==> config.mk <==
export PLATFORM = sky130hd
export DESIGN_NAME = tcp_reno_congestion_window
export DESIGN_NICKNAME = d
export VERILOG_FILES = /design/src/rtl/trcw_pkg.sv /design/src/rtl/trcw_div.sv /design/src/rtl/tcp_reno_congestion_window.sv
export SDC_FILE = /design/constraint.sdc
export NUM_CORES = 2
export LEC_CHECK = 0
export BUFFER_PORTS_ARGS = -buffer_cell sky130_fd_sc_hd__buf_4
export CORE_UTILIZATION = 35
export DETAILED_ROUTE_END_ITERATION = 12
export PLACE_DENSITY = 0.55
export SLEW_MARGIN = 30
export SYNTH_ARGS = -nofsm -noshare
export SYNTH_HDL_FRONTEND = slang
export SYNTH_SLANG_ARGS = --single-unit
export TNS_END_PERCENT = 1
==> constraint.sdc <==
create_clock -name aclk -period 6.8 [get_ports aclk]
set_clock_uncertainty 0.15 [all_clocks]
set_input_delay 1.36 -clock aclk [delete_from_list [all_inputs] [get_ports aclk]]
set_output_delay 1.36 -clock aclk [all_outputs]
set_load 0.1 [all_outputs]
==> src/rtl/trcw_pkg.sv <==
// Package for the TCP Reno congestion window block.
// Holds shared widths, phase codes, sequencer states and the saturating add.
// No dependencies.
`default_nettype none

package trcw_pkg;

    localparam int SEQ_W  = 32;
    localparam int MSS_W  = 16;
    localparam int DIV_W  = 32;
    localparam int CFG_AW = 2;

    localparam logic [1:0] PH_SLOW_START = 2'd0;
    localparam logic [1:0] PH_AVOIDANCE  = 2'd1;
    localparam logic [1:0] PH_RECOVERY   = 2'd2;

    localparam logic [CFG_AW-1:0] CFG_SEGMENT_SIZE      = 2'd0;
    localparam logic [CFG_AW-1:0] CFG_INITIAL_WINDOW    = 2'd1;
    localparam logic [CFG_AW-1:0] CFG_INITIAL_THRESHOLD = 2'd2;

    localparam logic [MSS_W-1:0] RST_SEGMENT_SIZE      = 16'd1460;
    localparam logic [SEQ_W-1:0] RST_INITIAL_WINDOW    = 32'd1460;
    localparam logic [SEQ_W-1:0] RST_INITIAL_THRESHOLD = 32'd65535;

    typedef enum logic [1:0] {
        ST_IDLE,
        ST_EVAL,
        ST_DIV,
        ST_OUT
    } seq_state_t;

    function automatic logic [SEQ_W-1:0] sat_add(input logic [SEQ_W-1:0] a,
                                                 input logic [SEQ_W-1:0] b);
        logic [SEQ_W:0] s;
        s = {1'b0, a} + {1'b0, b};
        return s[SEQ_W] ? {SEQ_W{1'b1}} : s[SEQ_W-1:0];
    endfunction

endpackage

`default_nettype wire

==> src/rtl/trcw_div.sv <==
// Iterative restoring divider, one quotient bit per cycle.
// Depends on trcw_pkg for the operand width.
`default_nettype none

module trcw_div import trcw_pkg::*; (
    input  wire logic             aclk,
    input  wire logic             aresetn,
    input  wire logic             start,
    input  wire logic [DIV_W-1:0] dividend,
    input  wire logic [DIV_W-1:0] divisor,
    output logic                  done,
    output logic [DIV_W-1:0]      quotient
);

    localparam int CNT_W = $clog2(DIV_W);
    localparam logic [CNT_W-1:0] LAST_STEP = CNT_W'(DIV_W - 1);

    logic [DIV_W-1:0] rem_reg, rem_next;
    logic [DIV_W-1:0] quo_reg, quo_next;
    logic [DIV_W-1:0] dsr_reg, dsr_next;
    logic [CNT_W-1:0] cnt_reg, cnt_next;
    logic             busy_reg, busy_next;
    logic             done_reg, done_next;

    logic [DIV_W:0]   shifted;
    logic [DIV_W:0]   diff;

    always_comb begin
        shifted   = {rem_reg, quo_reg[DIV_W-1]};
        diff      = shifted - {1'b0, dsr_reg};
        rem_next  = rem_reg;
        quo_next  = quo_reg;
        dsr_next  = dsr_reg;
        cnt_next  = cnt_reg;
        busy_next = busy_reg;
        done_next = 1'b0;
        if (start) begin
            rem_next  = '0;
            quo_next  = dividend;
            dsr_next  = divisor;
            cnt_next  = '0;
            busy_next = 1'b1;
        end else if (busy_reg) begin
            if (!diff[DIV_W]) begin
                rem_next = diff[DIV_W-1:0];
                quo_next = {quo_reg[DIV_W-2:0], 1'b1};
            end else begin
                rem_next = shifted[DIV_W-1:0];
                quo_next = {quo_reg[DIV_W-2:0], 1'b0};
            end
            cnt_next = cnt_reg + 1'b1;
            if (cnt_reg == LAST_STEP) begin
                busy_next = 1'b0;
                done_next = 1'b1;
            end
        end
    end

    always_ff @(posedge aclk) begin
        rem_reg <= rem_next;
        quo_reg <= quo_next;
        dsr_reg <= dsr_next;
        cnt_reg <= cnt_next;
        if (!aresetn) begin
            busy_reg <= 1'b0;
            done_reg <= 1'b0;
        end else begin
            busy_reg <= busy_next;
            done_reg <= done_next;
        end
    end

    assign done     = done_reg;
    assign quotient = quo_reg;

endmodule

`default_nettype wire

==> src/rtl/tcp_reno_congestion_window.sv <==
// Top level: TCP Reno congestion window tracker with its sequencer.
// Depends on trcw_pkg and trcw_div (iterative divider).
//
//  channel  dir  payload (lsb up)                                    handshake
//  s_       in   tuser: ack_present; tdata: ack_number,              tvalid/tready
//                oldest_unacked, next_send_seq
//  m_       out  tdata: window, threshold, phase, fast_retransmit    tvalid/tready
//  cfg_     in   wr_addr selects register, wr_data value             wr_en
//
// A new ACK in congestion avoidance also passes through ST_DIV, where the
// 32-step divider computes MSS*MSS/window.
// One word in flight; s_tready is high only while the sequencer is idle.
// The result register holds a word until taken; a stalled m_ side holds the
// sequencer in ST_OUT, so no new input word is taken either.
// Reset: synchronous, active low; state loads the reset register values.
`default_nettype none

module tcp_reno_congestion_window import trcw_pkg::*; (
    input  wire logic              aclk,
    input  wire logic              aresetn,
    input  wire logic              s_tvalid,
    output logic                   s_tready,
    input  wire logic [95:0]       s_tdata,   // ack_number, oldest_unacked, next_send_seq
    input  wire logic              s_tuser,   // ack_present
    output logic                   m_tvalid,
    input  wire logic              m_tready,
    output logic [71:0]            m_tdata,   // window, threshold, phase, fast_retransmit
    input  wire logic              cfg_wr_en,
    input  wire logic [CFG_AW-1:0] cfg_wr_addr,
    input  wire logic [SEQ_W-1:0]  cfg_wr_data
);

    seq_state_t       state_reg, state_next;

    logic [MSS_W-1:0] mss_reg, mss_next;
    logic [SEQ_W-1:0] init_win_reg, init_win_next;
    logic [SEQ_W-1:0] init_thr_reg, init_thr_next;

    logic [SEQ_W-1:0] win_reg, win_next;
    logic [SEQ_W-1:0] thr_reg, thr_next;
    logic [1:0]       phase_reg, phase_next;
    logic [1:0]       dup_reg, dup_next;
    logic [SEQ_W-1:0] rec_reg, rec_next;
    logic             fr_reg, fr_next;

    logic             ack_reg;
    logic [SEQ_W-1:0] ackn_reg, una_reg, nxt_reg;

    logic             m_valid_reg, m_valid_next;
    logic [71:0]      m_data_reg, m_data_next;

    logic             div_start;
    logic             div_done;
    logic [DIV_W-1:0] div_quo;
    logic [DIV_W-1:0] div_sq;
    logic [DIV_W-1:0] div_dsr;

    logic [SEQ_W-1:0] ack_diff, rec_diff;
    logic             is_new, is_dup, past_rec;
    logic [SEQ_W-1:0] mss_ext, mss3, win_grow, rec_base, rec_thr, rec_win;
    logic             s_take;

    assign s_take   = s_tvalid && s_tready;
    assign s_tready = (state_reg == ST_IDLE);

    assign mss_ext  = {{(SEQ_W-MSS_W){1'b0}}, mss_reg};
    assign mss3     = mss_ext + {mss_ext[SEQ_W-2:0], 1'b0};
    assign ack_diff = ackn_reg - una_reg;
    assign rec_diff = ackn_reg - rec_reg;
    assign is_new   = (ack_diff != '0) && !ack_diff[SEQ_W-1];
    assign is_dup   = (ack_diff == '0);
    assign past_rec = !rec_diff[SEQ_W-1];
    assign win_grow = sat_add(win_reg, mss_ext);
    assign rec_base = (phase_reg == PH_RECOVERY) ? win_grow : win_reg;
    assign rec_thr  = {1'b0, rec_base[SEQ_W-1:1]};
    assign rec_win  = sat_add(rec_thr, mss3);

    assign div_sq   = mss_ext * mss_ext;
    assign div_dsr  = (win_reg == '0) ? DIV_W'(1) : win_reg;

    trcw_div u_div (
        .aclk     (aclk),
        .aresetn  (aresetn),
        .start    (div_start),
        .dividend (div_sq),
        .divisor  (div_dsr),
        .done     (div_done),
        .quotient (div_quo)
    );

    always_comb begin
        state_next    = state_reg;
        mss_next      = mss_reg;
        init_win_next = init_win_reg;
        init_thr_next = init_thr_reg;
        win_next      = win_reg;
        thr_next      = thr_reg;
        phase_next    = phase_reg;
        dup_next      = dup_reg;
        rec_next      = rec_reg;
        fr_next       = fr_reg;
        m_valid_next  = m_valid_reg;
        m_data_next   = m_data_reg;
        div_start     = 1'b0;

        if (m_valid_reg && m_tready) begin
            m_valid_next = 1'b0;
        end

        case (state_reg)
            ST_IDLE: begin
                if (s_take) begin
                    fr_next    = 1'b0;
                    state_next = ST_EVAL;
                end
            end
            ST_EVAL: begin
                state_next = ST_OUT;
                if (ack_reg) begin
                    case (phase_reg)
                        PH_SLOW_START, PH_AVOIDANCE: begin
                            if (is_new) begin
                                if (phase_reg == PH_SLOW_START) begin
                                    win_next = win_grow;
                                    if (win_grow >= thr_reg) begin
                                        phase_next = PH_AVOIDANCE;
                                    end
                                end else begin
                                    div_start  = 1'b1;
                                    state_next = ST_DIV;
                                end
                            end else if (is_dup) begin
                                if (dup_reg == 2'd2) begin
                                    thr_next   = rec_thr;
                                    win_next   = rec_win;
                                    dup_next   = '0;
                                    rec_next   = nxt_reg;
                                    phase_next = PH_RECOVERY;
                                    fr_next    = 1'b1;
                                end else begin
                                    dup_next = dup_reg + 1'b1;
                                end
                            end
                        end
                        PH_RECOVERY: begin
                            if (is_new && past_rec) begin
                                win_next   = thr_reg;
                                dup_next   = '0;
                                phase_next = PH_AVOIDANCE;
                            end else if (is_new) begin
                                win_next = win_grow;
                            end else if (is_dup) begin
                                if (dup_reg == 2'd2) begin
                                    thr_next = rec_thr;
                                    win_next = rec_win;
                                    dup_next = '0;
                                    rec_next = nxt_reg;
                                    fr_next  = 1'b1;
                                end else begin
                                    win_next = win_grow;
                                    dup_next = dup_reg + 1'b1;
                                end
                            end
                        end
                        default: begin
                        end
                    endcase
                end
            end
            ST_DIV: begin
                if (div_done) begin
                    win_next   = sat_add(win_reg, div_quo);
                    state_next = ST_OUT;
                end
            end
            ST_OUT: begin
                if (!m_valid_reg || m_tready) begin
                    m_valid_next = 1'b1;
                    m_data_next  = {5'd0, fr_reg, phase_reg, thr_reg, win_reg};
                    state_next   = ST_IDLE;
                end
            end
            default: begin
                state_next = ST_IDLE;
            end
        endcase

        if (cfg_wr_en) begin
            case (cfg_wr_addr)
                CFG_SEGMENT_SIZE: begin
                    mss_next = cfg_wr_data[MSS_W-1:0];
                end
                CFG_INITIAL_WINDOW: begin
                    init_win_next = cfg_wr_data;
                    win_next      = cfg_wr_data;
                end
                CFG_INITIAL_THRESHOLD: begin
                    init_thr_next = cfg_wr_data;
                    thr_next      = cfg_wr_data;
                end
                default: begin
                end
            endcase
        end
    end

    always_ff @(posedge aclk) begin
        if (s_take) begin
            ack_reg  <= s_tuser;
            ackn_reg <= s_tdata[31:0];
            una_reg  <= s_tdata[63:32];
            nxt_reg  <= s_tdata[95:64];
        end
        m_data_reg <= m_data_next;
        if (!aresetn) begin
            state_reg    <= ST_IDLE;
            mss_reg      <= RST_SEGMENT_SIZE;
            init_win_reg <= RST_INITIAL_WINDOW;
            init_thr_reg <= RST_INITIAL_THRESHOLD;
            win_reg      <= RST_INITIAL_WINDOW;
            thr_reg      <= RST_INITIAL_THRESHOLD;
            phase_reg    <= PH_SLOW_START;
            dup_reg      <= '0;
            rec_reg      <= '0;
            fr_reg       <= 1'b0;
            m_valid_reg  <= 1'b0;
        end else begin
            state_reg    <= state_next;
            mss_reg      <= mss_next;
            init_win_reg <= init_win_next;
            init_thr_reg <= init_thr_next;
            win_reg      <= win_next;
            thr_reg      <= thr_next;
            phase_reg    <= phase_next;
            dup_reg      <= dup_next;
            rec_reg      <= rec_next;
            fr_reg       <= fr_next;
            m_valid_reg  <= m_valid_next;
        end
    end

    assign m_tvalid = m_valid_reg;
    assign m_tdata  = m_data_reg;

endmodule

`default_nettype wire

# Word-level counts from Yosys, hierarchy flattened
# Index checks and enable logic that the tools add are counted.
# W data, S select, Z words.
[classes] addsub=9 multipliers=1 n_div=0 n_lt_le_gt_ge=1 eq_ne=21 shifts=0 muxes=76 n_bitwise=2 reduce_logical=26
[ops] operator="$mux W32" count=31
[ops] operator="$pmux W32 S2" count=4
[ops] operator="$logic_not A32 Y1" count=2
[ops] operator="$sub A32 B32 Y32" count=2
[ops] operator="$add A32 B16 Y33" count=1
[ops] operator="$add A32 B32 Y33" count=1
[ops] operator="$sub A33 B32 Y33" count=1
[ops] operator="$add A31 B18 Y32" count=1
[ops] operator="$ge A32 B32 Y1" count=1
[ops] operator="$mul A16 B16 Y32" count=1
[ops] operator="$reduce_bool A32 Y1" count=1
[ops] operator="$mux W2" count=13
[ops] operator="$mux W1" count=23
[ops] operator="$add A16 B17 Y18" count=1
[ops] operator="$ne A3 B3 Y1 const B" count=5
[ops] operator="$eq A2 B2 Y1 const B" count=5
[ops] operator="$pmux W2 S2" count=2
[ops] operator="$pmux W2 S4" count=1
[ops] operator="$reduce_and A8 Y1" count=1
[ops] operator="$eq A2 B1 Y1 const B" count=3
[ops] operator="$logic_not A2 Y1" count=3
[ops] operator="$ne A2 B1 Y1 const B" count=3
[ops] operator="$ne A2 B2 Y1 const B" count=3
[ops] operator="$reduce_and A3 Y1" count=2
[ops] operator="15 further kinds" count=25
[word_totals] regBits=387 latchBits=0 mem_bits_rw=0 rom_bits=0 input_bits=136 out_inout_bits=74 n_memories=0

# Logic depth before layout (Yosys ltp)
[depth] word_depth=14 ltp_mapped=29 depth_no_buf=28

# Hierarchy
# From an unflattened synthesis, not the netlist that was laid out.
[unflattened] cells_unflattened=3967 hier_area_um2=34744.6
[by_module_without_submodules] mod="tcp_reno_congestion_window" n_inst=1 cells_each=3371 area_per_inst_um2=28688.8
[by_module_without_submodules] mod="trcw_div" n_inst=1 cells_each=596 area_per_inst_um2=6055.8

# Least setup slack after synthesis
# OpenSTA, ideal clock, no wires.
[synth_timing] path_kind="flip-flop to flip-flop" start="register mss_reg[0]" end="register u_div.quo_reg[26] (netlist: u_div.quotient[26]) (data pin)" setup_ps=267 arrival_time_ps=6247 required_ps=6383 slack_ps=136 path_stages_with_launch=27 cell_sequence="dfxtp_1 > clkbuf_1 > inv_1 > clkbuf_1 > nor2_1 > inv_1 > fa_1 > fa_1 > inv_1 > fa_1 > inv_1 > fa_1 > fa_1 > fa_1 > inv_1 > ha_1 > a21o_1 > a21o_1 > a21o_1 > a21oi_1 > o22ai_1 > o41ai_1 > o21ai_0 > o21ai_0 > nand2b_1 > xnor2_1 > o21ai_0"
[synth_via] elab_chain_len=2
[synth_lines] element="from (decl)" line="tcp_reno_congestion_window.sv:35" source="logic [MSS_W-1:0] mss_reg, mss_next;"
[synth_lines] element="from (signal assigned)" line="tcp_reno_congestion_window.sv:229" source="mss_reg <= mss_next;"
[synth_lines] element="$mul A16 B16 Y32" line="tcp_reno_congestion_window.sv:78" source="assign div_sq = mss_ext * mss_ext;"
[synth_lines] element="$mux W32" line="trcw_div.sv:37" source="if (start) begin"
[synth_lines] element="named net u_div.quo_next[26]" line="trcw_div.sv:19" source="logic [DIV_W-1:0] quo_reg, quo_next;"
[synth_lines] element="to (signal assigned)" line="trcw_div.sv:61" source="quo_reg <= quo_next;"
[synth_lines] element="to (decl)" line="trcw_div.sv:19"
# The timed path passes the listed nets, and every way through them passes these cells.
# A chain may end at the register's enable or synchronous reset.

# Worst setup path after layout
[layout_timing] start="register mss_reg[12]" end="register u_div.quo_reg[26] (netlist: u_div.quotient[26]) (data pin)"
# The elaborated chain is that of the path after synthesis.

==> metrics.yaml <==
cts:
  cts_buffer_depth: 3
  cts_tree: "done"
  clk_latency_ps: 620
  ctsHtreeMaxLevel: 2
  ctsHoldBuffers: 0
  cts_made_buffers: 46
  clk_pin_slew_ps: 60
  root_buffer: "clkbuf_16"
  clock-sinks: 387
power:
  ir_drop_mv: 0.3522
  seq_power_share_pct: 20.6
  comb_power_share_pct: 62.8
  p_int_w: 0.007982
  cellPowerDensity_nw_per_um2: 377.0
  p_clk_share_pct: 16.6
  p_leak_nw: 17.94
  switching_share_pct: 47.43
  p_sw_w: 0.007202
synthesis:
  synthMuxAreaShare_pct: 1.797
  yosys.cell_types.count: 102
  synth_fa_ha_area_share_pct: 22.28
  synth_top_family_by_area: "adder cells"
  yosys.area_share.simple_pct: 14.32
  avgSynthCellArea_sq_um: 8.806
  synth-compound-area-share_pct: 20.42
  synth_edf_count: 228
  synth_xor_area_share_pct: 3.903
  synth_seq_cells: 387
  synth_cells: 3899
  ys.flop_type: "edfxtp_1"
  syn_area_sq_um: 34330
  yosys_warnings: 0
  seq_area_frac_synth_pct: 29.21
  synth-async-reset-ratio_pct: 0
floorplan:
  ioPinCount: 210
  initial_core_util_pct: 35.40
  core_area_sq_um: 96990
  placementRows: 114
  die_y_um: 315.2
  fp.dieW_um: 315.2
  die-area_sq_um: 99350
routing:
  ant_nets: 0
  wirelength_um: 120300
  first_pass_iters: 9
  wl_per_cell_um: 21.81
  vias_per_cell: 5.451
  first_iter_violations: 2726
  drc: 10
  num_vias: 30050
global_routing:
  grt_pass1_vias: 29280
  antenna_found_initial: 4
  grt_max_degree: 88
  grt_pass1_wl_um: 181600
  grt.overflow.total: 0
  grtUsageTotal_pct: 23.99
final_layout:
  nNetsFinal: 4836
  layout-drive-gt1-share_pct: 15.16
  fillers: 9792
  syn_to_final_growth_pct: 17.32
  mostFrequentLayoutCells: "buf_4 (472), inv_1 (458), nand2_1 (366)"
  final_core_util_pct: 41.53
  largest_reg_flops: 67
  final_common_cell: "buf_4"
timing:
  finalSetupViolations: 0
  relSlewSlack_pct: 24.40
  hold_viol: 0
  final.min_clock_period_ps: 6594
  rsz0062_at_grt: "true"
  setup_slack_ps: 205.6
  drv_slew: 0
  fin_crit_sh_pct: 96.98
  max_freq_mhz: 151.6
  tightest_slew_ps: 1132
status:
  violations: "DRC"
  status: "finished with violations"
setup_path:
  crit_top_cell: "fa_1"
  endpoint_kind: "register"
  path_class: "reg2reg"
  critPathMaxFanout: 6
  crit_required_ps: 6970
  cp_slowest_cell: "fa_1"
  cpPeakStageDelay_ps: 570
  worstPathArrival_ps: 6760
  startpoint_type: "register"
place:
  io_buffers: 204
  gp_congestion: 0.9783
  post-place-ws_ps: -37.36
  place_hpwl_um: 93780
run:
  drv_cap: 0
hold_path:
  min_path_type: "reg2reg"
==> synthesized netlist by cell type, types with 9 or more instances <==
master       n  area (sq um)
o31ai_1     22         165.2
o21ai_0    224          1121
nand2_1    366          1374
a311oi_1     9         78.83
and3_1      28         175.2
a21boi_0    21         157.7
nor3_1      61         305.3
xor2_1      65         569.3
o21a_1      39         292.8
o211ai_1    67         503.0
nor2_1     250         938.4
a2111oi_0    9         78.83
a21o_1      71         533.0
nand3_1     74         370.4
nor4_1      19         118.9
inv_1      460          1727
ha_1       317          3966
a211oi_1    49         367.9
buf_2       42         210.2
a21oi_1    232          1161
a21boi_1    32         240.2
clkbuf_1   173         649.4
dfxtp_1    159          3183
fa_1       184          3684
or2_2       10         62.56
xnor2_1     88         770.7
o221ai_1    41         359.1
nand2b_1    41         256.5
edfxtp_1   228          6847
o21bai_1    15         112.6
a211o_1     21         183.9
and4_1      10         87.58
nor3b_1     11         82.58
o21ai_1     12         60.06
and2_1      18         112.6
o22ai_1     12         75.07
nand4_1     30         187.7
a221oi_1    19         166.4
nor2b_1     36         225.2
or3_1       38         237.7
a31oi_1     69         431.7
mux2i_1     58         580.6
==> worst paths after layout <==
path                     from                  to  slack [ps]  cells past startpoint
setup / recovery  mss_reg[12]  u_div.quotient[26]         210                     25
hold / removal         fr_reg         m_tdata[66]         290                      0
setup reg to reg  mss_reg[12]  u_div.quotient[26]         210                     25
hold reg to reg        fr_reg         m_tdata[66]         290                      0
==> timing repair <==
action                     4_1_cts  5_1_grt
gates resized for setup          2       32
setup endpoints to repair        3       20
setup buffers                    0        3
pin swaps                        0        6
==> area by class of cell <==
| class | count | area, sq um | share of cell area, % |
|---|---|---|---|
| inverters | 472 | 1774 | 4.405 |
| clock buffers | 59 | 1261 | 3.131 |
| flip-flops and latches | 387 | 10050 | 24.94 |
| well taps | 1276 | 1597 | 3.963 |
| multi-input cells | 2812 | 21670 | 53.79 |
| clock inverters | 25 | 255.2 | 0.6337 |
| repair buffers | 480 | 3676 | 9.126 |
| diodes | 2 | 5.005 | 0.01242 |
==> cell families (layout without fill, tap and decap cells) <==
family          after synthesis  count (layout)
compound gates             1060            1060
simple gates               1032            1032
buf+inv                     704            1036
fa+ha+maj                   501             501
flops                       387             387
xor+xnor                    153             153
mux                          61              61
other cells                   1               7
==> metal layers <==
metal	GRT usage (%)	part of all wire (%)	vias to the layer above
li1	-	-	14310
met1	34.08	45	14420
met2	36.91	44	1163
met3	4.289	8.3	162
met4	7.072	2.9	2
met5	0	0.011	-
==> power groups by stage <==
| stage | logic, W | registers [W] | clock network, W |
|---|---|---|---|
| 3_5_place_dp | 0.00929 | 0.00317 | 0 |
| 5_1_grt | 0.0104 | 0.00316 | 0.00267 |
| 4_1_cts | 0.00935 | 0.00313 | 0.00258 |
| 2_1_floorplan | 0.00585 | 0.00340 | 0 |
| 6_report | 0.00954 | 0.00312 | 0.00252 |
| 3_3_place_gp | 0.00927 | 0.00318 | 0 |
==> through the flow <==
step	power, W	setup TNS (ps)	hold WS [ps]	std cells	cell area, sq um
6_report	0.01518	0	289.5	5513	40280
5_1_grt	0.01619	-594.2	292.0	5511	40280
4_1_cts	0.01506	0	286.3	5508	40170
3_5_place_dp	0.01246	-37.36	270.9	5424	38640
3_3_place_gp	0.01245	0	264.2	5423	38620
2_1_floorplan	0.009251	0	256.4	3903	34350
==> critical path: cells and delay by family, from the launching register on <==
family,cells,cell delay (ps)
AOI/OAI and AO/OA,9,1480
xor gates and xnor gates,1,130
and+or+nand+nor,2,200
DFF,1,370
adders and majority gates,7,3340
buffers and inverters,6,650
Power figures use the tool's default switching activity.
